[src/rtl/ntt_pkg.sv]
// types and constants of the nat translation table
`timescale 1ns / 1ps
`default_nettype none
package ntt_pkg;
	localparam int unsigned IP_W = 32;
	localparam int unsigned PORT_W = 16;
	localparam int unsigned ADDR_W = IP_W + PORT_W;
	localparam int unsigned STATUS_W = 3;

	localparam logic OP_ADD = 1'b0;
	localparam logic OP_LOOKUP = 1'b1;

	localparam logic [STATUS_W-1:0] ST_LOOKUP = 3'd0;
	localparam logic [STATUS_W-1:0] ST_ADDED = 3'd1;
	localparam logic [STATUS_W-1:0] ST_BOTH_WILD = 3'd2;
	localparam logic [STATUS_W-1:0] ST_DUP = 3'd3;
	localparam logic [STATUS_W-1:0] ST_FULL = 3'd4;

	// wildcard entry kinds
	localparam logic KIND_PORT = 1'b0;
	localparam logic KIND_IP = 1'b1;

	typedef struct packed {
		logic opcode;
		logic [IP_W-1:0] ext_ip;
		logic [PORT_W-1:0] ext_pnum;
		logic ip_wild;
		logic port_wild;
		logic [IP_W-1:0] int_ip;
		logic [PORT_W-1:0] int_pnum;
	} req_t;

	typedef struct packed {
		logic hit;
		logic [IP_W-1:0] mapped_ip;
		logic [PORT_W-1:0] mapped_port;
		logic [STATUS_W-1:0] status;
	} rsp_t;

	typedef enum logic [2:0] {
		S_IDLE,
		S_EXACT,
		S_WILD,
		S_WRITE,
		S_DONE
	} state_t;

	// controller to datapath
	typedef struct packed {
		logic load;
		logic ex_clr;
		logic ex_step;
		logic wd_clr;
		logic wd_step;
		logic wr_exact;
		logic wr_wild;
		logic set_hit_ex;
		logic set_hit_wd;
		logic [STATUS_W-1:0] status;
		logic set_rsp;
	} cmd_t;

	// datapath to controller
	typedef struct packed {
		logic opcode;
		logic ip_wild;
		logic port_wild;
		logic ex_more;
		logic ex_match;
		logic wd_more;
		logic wd_match;
		logic ex_full;
		logic wd_full;
	} sts_t;
endpackage
`default_nettype wire

[src/rtl/ntt_ctrl.sv]
// controller state machine of the nat translation table
`timescale 1ns / 1ps
`default_nettype none
module ntt_ctrl (
	input wire logic clk,
	input wire logic arst_n,
	input wire logic in_valid,
	output logic in_ready,
	output logic out_valid,
	input wire logic out_ready,
	input wire ntt_pkg::sts_t sts,
	output ntt_pkg::cmd_t cmd
);
	ntt_pkg::state_t state_q, state_d;

	// state register
	always_ff @(posedge clk or negedge arst_n) begin
		if (!arst_n) begin
			state_q <= ntt_pkg::S_IDLE;
		end else begin
			state_q <= state_d;
		end
	end

	// next state and commands
	always_comb begin
		state_d = state_q;
		cmd = '0;
		in_ready = 1'b0;
		out_valid = 1'b0;
		unique case (state_q)
			ntt_pkg::S_IDLE: begin
				in_ready = 1'b1;
				if (in_valid) begin
					cmd.load = 1'b1;
					cmd.ex_clr = 1'b1;
					cmd.wd_clr = 1'b1;
					state_d = ntt_pkg::S_EXACT;
				end
			end
			ntt_pkg::S_EXACT: begin
				// add with a wildcard skips the exact scan
				if (sts.opcode == ntt_pkg::OP_ADD && (sts.ip_wild || sts.port_wild)) begin
					cmd.set_rsp = 1'b1;
					state_d = ntt_pkg::S_DONE;
					if (sts.ip_wild && sts.port_wild) begin
						cmd.status = ntt_pkg::ST_BOTH_WILD;
					end else if (sts.wd_full) begin
						cmd.status = ntt_pkg::ST_FULL;
					end else begin
						cmd.status = ntt_pkg::ST_ADDED;
						cmd.wr_wild = 1'b1;
					end
				end else if (sts.ex_more) begin
					if (sts.ex_match) begin
						cmd.set_rsp = 1'b1;
						state_d = ntt_pkg::S_DONE;
						if (sts.opcode == ntt_pkg::OP_ADD) begin
							cmd.status = ntt_pkg::ST_DUP;
						end else begin
							cmd.status = ntt_pkg::ST_LOOKUP;
							cmd.set_hit_ex = 1'b1;
						end
					end else begin
						cmd.ex_step = 1'b1;
					end
				end else if (sts.opcode == ntt_pkg::OP_ADD) begin
					cmd.set_rsp = 1'b1;
					state_d = ntt_pkg::S_DONE;
					if (sts.ex_full) begin
						cmd.status = ntt_pkg::ST_FULL;
					end else begin
						cmd.status = ntt_pkg::ST_ADDED;
						cmd.wr_exact = 1'b1;
					end
				end else begin
					state_d = ntt_pkg::S_WILD;
				end
			end
			ntt_pkg::S_WILD: begin
				cmd.status = ntt_pkg::ST_LOOKUP;
				if (sts.wd_more && !sts.wd_match) begin
					cmd.wd_step = 1'b1;
				end else begin
					cmd.set_rsp = 1'b1;
					cmd.set_hit_wd = sts.wd_more;
					state_d = ntt_pkg::S_DONE;
				end
			end
			ntt_pkg::S_WRITE: begin
				state_d = ntt_pkg::S_DONE;
			end
			ntt_pkg::S_DONE: begin
				out_valid = 1'b1;
				if (out_ready) begin
					state_d = ntt_pkg::S_IDLE;
				end
			end
			default: begin
				state_d = ntt_pkg::S_IDLE;
			end
		endcase
	end
endmodule
`default_nettype wire

[config.mk]
export PLATFORM = sky130hd
export DESIGN_NAME = ntt_ctrl
export DESIGN_NICKNAME = d
export VERILOG_FILES = /design/src/rtl/ntt_pkg.sv /design/src/rtl/ntt_ctrl.sv
export SDC_FILE = /design/constraint.sdc
export NUM_CORES = 1
export LEC_CHECK = 0
export ABC_CLOCK_PERIOD_IN_PS = 1100
export BUFFER_PORTS_ARGS = -buffer_cell sky130_fd_sc_hd__buf_4
export CAP_MARGIN = 20
export CORE_AREA = 2 2 39 41
export DETAILED_ROUTE_END_ITERATION = 16
export DIE_AREA = 0 0 41 43
export GPL_TIMING_DRIVEN = 0
export SLEW_MARGIN = 40
export SYNTH_ARGS = -nofsm -noshare
export SYNTH_HDL_FRONTEND = slang
export SYNTH_SLANG_ARGS = --single-unit
[constraint.sdc]
create_clock -name clk -period 1.1 [get_ports clk]
set_input_delay 0.22 -clock clk [delete_from_list [all_inputs] [get_ports clk]]
set_output_delay 0.22 -clock clk [all_outputs]
set_load 0.02 [all_outputs]
# ---- Word-level counts from Yosys, hierarchy flattened
# Index checks and enable logic that the tools add are counted.
dict set report classes {
  n_eq_ne 8
  n_mux 44
  n_bitwise 1
  n_reduce_logical 7
}
# op count
set ops {}
lappend ops {{$mux 3} 12}
lappend ops {{$mux 1} 24}
lappend ops {{$pmux 3 s5} 1}
lappend ops {{$mux 4} 3}
lappend ops {{$pmux 4 s2} 1}
lappend ops {{$eq 3x2->1 const B} 2}
lappend ops {{$mux 2} 3}
lappend ops {{$ne 2x2->1 const B} 3}
lappend ops {{$ne 4x4->1 const B} 1}
lappend ops {{$reduce_and 4->1} 1}
lappend ops {{$eq 3x1->1 const B} 1}
lappend ops {{$eq 3x3->1 const B} 1}
lappend ops {{$logic_and 1x1->1} 3}
lappend ops {{$logic_not 3->1} 1}
lappend ops {{$logic_not 1->1} 1}
lappend ops {{$logic_or 1x1->1} 1}
lappend ops {{$not 1->1} 1}
dict set report totals {
  regBits 3
  out_inout_bits 15
}

# ---- Longest topological paths before layout
dict set report logic_depth {
  ltp_word 5
  mapped_depth 4
  depth_no_buf 3
}

# ---- Worst setup path after synthesis
# No wires, ideal clock.
dict set report synth_timing {
  path_kind {reg-to-output}
  startpoint {register state_q[0]}
  endpoint {output port cmd[11] in the netlist's numbering}
  arrival_ns 1.574
  required_ns 0.880
  slack_ns -0.694
  path_stages_with_launch 5
  n_path_buf 2
  path_cell_list {dfrtp_1 > buf_6 > nor3_1 > and2_1 > buf_4}
}
# element line_no
set synth_lines {}
lappend synth_lines {{start: declaration} ntt_ctrl.sv:14} ;# ntt_pkg::state_t state_q, state_d;
lappend synth_lines {{start signal: assignment} ntt_ctrl.sv:19} ;# state_q <= ntt_pkg::S_IDLE;
lappend synth_lines {{start signal: assignment} ntt_ctrl.sv:21} ;# state_q <= state_d;
lappend synth_lines {{end: declaration} ntt_ctrl.sv:12} ;# output ntt_pkg::cmd_t cmd

==> results <==
- The run finished, with violations left.
- The checks that failed: setup timing.
- The largest family of logic cells by synthesized area is simple AND/OR/NAND/NOR gates.
- In this run the static leakage power is 0.000416 uW.
- Max-cap violations in this run came to 0.
- At the pin with the least slew margin, the transition time is 0.350 ns.
- The worst register-to-register path begins at state_q[0]$_DFFE_PN0P_.
- The H-tree depth is 1.
- Wires add up to 1.31 mm.
- Leaving out filler cells and counting taps, the final layout contains 108.
- The initial antenna violation count came to 0.
- The critical path goes through buf_6 -> inv_4 -> a2111o_1 -> a31oi_4 -> buf_6.
- Setup violations remaining at the end of the flow were counted as 18.
- The clock tree from TritonCTS is done.
- The slowest stage of the critical path belongs to the cell a2111o_1.
- The height of the die is 43 microns.
- In the global route stage, overall resource usage came out at 0.169.
- The post-DP HPWL is 868 microns.
- Of the total synthesized cell area, the portion taken by XOR and XNOR cells is 0.0229.
- The critical path launch point is state_q[0]$_DFFE_PN0P_.
- The kind of end point of the critical path is a primary output.
- The detailed router finished its first iteration with 4 violations.
- STA puts the critical path data required time at 0.88 ns.
- Compared with the post-synthesis result, the final layout area differs by 150%.
- The total count of max-transition violations in the final report is 0.
- The number of enable-type register cells in the synthesized netlist is 0.
- The complex-gate fraction of the synthesized area came to 0.229.
- The pre-antenna-repair detailed-routing pass consisted of 4 iterations.
- The count of mapped cells out of synthesis is 50.
- The arithmetic-cell share of the synthesized area counting full adders, half adders and majority gates is 0.
- The number of placement rows is 14.
- In this run the register-to-register setup slack is -0.39 ns.
- The first global-routing pass estimated 2.01 mm of wire.
- The count of nets left with antenna violations once routing finished came out at 0.
- The type of the worst setup path is reg -> out.
- The number of nets in the synthesized netlist is 63.
- The number of library cell types mapped by synthesis is 30.
- The worst clock skew is between 0.001 and 0.0015 ns.
- In this run the deepest clock path goes through 2 buffers.
- The worst setup path endpoint is cmd[0].
- After clock tree synthesis, the clock-pin slew on the worst setup and hold paths is 0.04 ns.
- The worst pin sits at a relative slew slack of 0.765.
- The die is 41 microns wide.
- The proportion of synthesized flip-flops having asynchronous set or reset is 1.00.
- By area the synthesized netlist is led by dfrtp_1 (20%), nand2b_1 (8.2%), nand2_1 (5.9%).
- In this run the mean area of a mapped cell was 7.66 sq um.
- Counting stages on the worst path, the most repeated cell is buf_6.
- The clock buffer count from CTS is 3.
- Setup repair after global routing could not meet its margin everywhere.
- In this run the standard cell core region covers 1380 sq um.
- The via density per instance is 4.80.
- The nature of the critical path startpoint is a register.
- The path type of the worst min-delay path is in -> reg.
- The flip-flop count of the largest register after layout is 3.
- In the synthesized netlist the dominant register cell turns out to be dfrtp_1.
- The number of warnings reported in the yosys synthesis log is 0.
- The total die area is 1760 sq um.
- The number of hold-slack violations in the final timing report is 0.
- The later-pin clock latency in the skew report is ~0.23 ns.
- The portion of the clock cycle consumed by the worst path in the final layout is 1.49.
- The total power density per cell area is around 1700 nW/um^2.
- The sink count of the clock tree is 3.
- The largest registers in the layout are state_q: 3 flops.
- The boundary pin count is 28.
- Entering global routing, the biggest net connects 9 pins.
- The via count of the first global-routing pass came to about 510.
- The simple-gate share of the synthesized area is 0.451.
- Summing all non-filler instances in the final layout gives an area of 957 sq um.
- The hold path startpoint is sts[5].
- The largest stage delay on the critical path is 0.38 ns.
- The number of buffer cells added on primary ports is 27.
- The number of antenna diodes in the final layout is 0.
- The end of the worst register-to-register path is state_q[2]$_DFFE_PN0P_.
- Of the post-synthesis cell area, the part taken by muxes is 0.
- For this run, the top clock speed supported by timing is 610 MHz.
- The proportion of layout cells with a drive suffix above 1 is 0.750.
- The worst path arrival time is roughly 1.4 ns.
- Including well taps, the total number of placed cells is slightly above 90.
- For this run, design rule violations remaining after detail routing come to 0.
- The post-layout minimum cycle time is 1.64 ns.
- The worst-case reg-to-reg path depth is 6.
- The overall overflow remaining after global route is 0.
- The dominant cell type by area after synthesis is dfrtp_1.
- Routability-driven placement finished with a final weighted congestion of around 0.75.
- After detailed placement, the total cell area comes to 721 sq um.
- Across all layers, the routed design uses 518 vias.
- The register area share after synthesis is 0.196.
- Power comes to 1610 uW.
- Of the post-synthesis cell area, the dominant cell type holds 0.196.
- The synthesized design contains 3 register bits.
- The final layout net count is 106.
- The synthesized cell area is 383 sq um.
- The tree is rooted in a clkbuf_4.
- Ranked by flip-flop count, first place goes to state_q.
- The worst-case IR drop observed on VDD is 1270 uV.
- The initial standard-cell utilization of the core is 0.277.
- The minimum setup slack in the final design is -0.541 ns.
- In this run the worst path has a maximum fanout of 5.
- The routed wirelength normalized by instance count is 12.1 microns.
-- cells in the final DEF (no fill, tap or decap), types with 2 or more instances in the layout --
cell type / n
nor2_4: 2
clkbuf_4: 3
nor3b_4: 2
buf_6: 20
nand2_1: 4
nand2b_1: 4
buf_4: 20
a21oi_4: 3
dfrtp_2: 2
-- layout make-up --
cell class	instances	area [sq um]
fillers	114	427
multi-input cells	41	418
repair buffers	39	372
flip-flops and latches	3	77.6
plain buffers	3	33.8
clock buffers	4	26.3
well taps	16	20.0
inverters	2	10.0
-- critical path, delay by kind of cell, from the launching register on --
family	cells	cell delay [ns]
buf+inv	3	0.29
compound gates	2	0.57
flops	1	0.33
-- metrics by stage --
stage | worst slack, ns | util | setup TNS [ns] | hold WS, ns
floorplan | -0.280 | - | -3.48 | -0.0756
global placement | -0.420 | 0.521 | -4.22 | 0.00954
global route | -0.616 | 0.692 | -9.30 | 0.232
CTS | -0.551 | 0.673 | -8.11 | 0.223
detailed placement | -0.420 | 0.521 | -4.21 | 0.0109
finish | -0.541 | 0.692 | -8.07 | 0.223
-- worst min path at each step --
stage / endpoint / cells past startpoint
finish: state_q[1]$_DFFE_PN0P_ / 2
global route: state_q[1]$_DFFE_PN0P_ / 2
CTS: state_q[1]$_DFFE_PN0P_ / 2
detailed placement: state_q[0]$_DFFE_PN0P_ / 1
global placement: state_q[0]$_DFFE_PN0P_ / 1
floorplan: state_q[0]$_DFFE_PN0P_ / 0
-- where the power goes --
part | total, uW | switching, uW | internal [uW] | leakage [uW]
clock network | 192 | 56.5 | 136 | 0.0000150
logic | 1220 | 546 | 674 | 0.000364
registers | 195 | 46.5 | 148 | 0.0000365
total | 1610 | 649 | 958 | 0.000416
-- cells in the mapped netlist (2+ instances only) --
| cell | instances |
|---|---|
| nand2_1 | 6 |
| nor2_1 | 3 |
| nor3_1 | 2 |
| buf_4 | 2 |
| a21oi_1 | 4 |
| nand2b_1 | 5 |
| dfrtp_1 | 3 |
| and2_1 | 2 |
| inv_1 | 2 |
-- metal layers --
layer  GRT usage  up-vias  wire length, microns
met5           0        -                     0
li1            -      264                     -
met4      0.0600        0                     0
met1       0.181      235                   507
met2       0.303       19                   728
met3      0.0314        0                    76
-- what timing repair did --
item                                    4_1_cts  5_1_grt
hold buffers                                  1        0
setup buffers                                 9        2
resized for setup                            22        7
hold endpoints to repair                      3        0
endpoints found under the setup margin       18       18
pin swaps                                     9        4
-- logic make-up (layout without fill, tap and decap cells) --
| logic type | after synthesis | in the layout |
|---|---|---|
| AO/OA/AOI/OAI | 11 | 11 |
| XOR/XNOR | 1 | 1 |
| buffers and inverters | 6 | 48 |
| flip-flops | 3 | 3 |
| AND/OR/NAND/NOR | 29 | 29 |
Note: power is estimated with default switching activity, not from simulation.
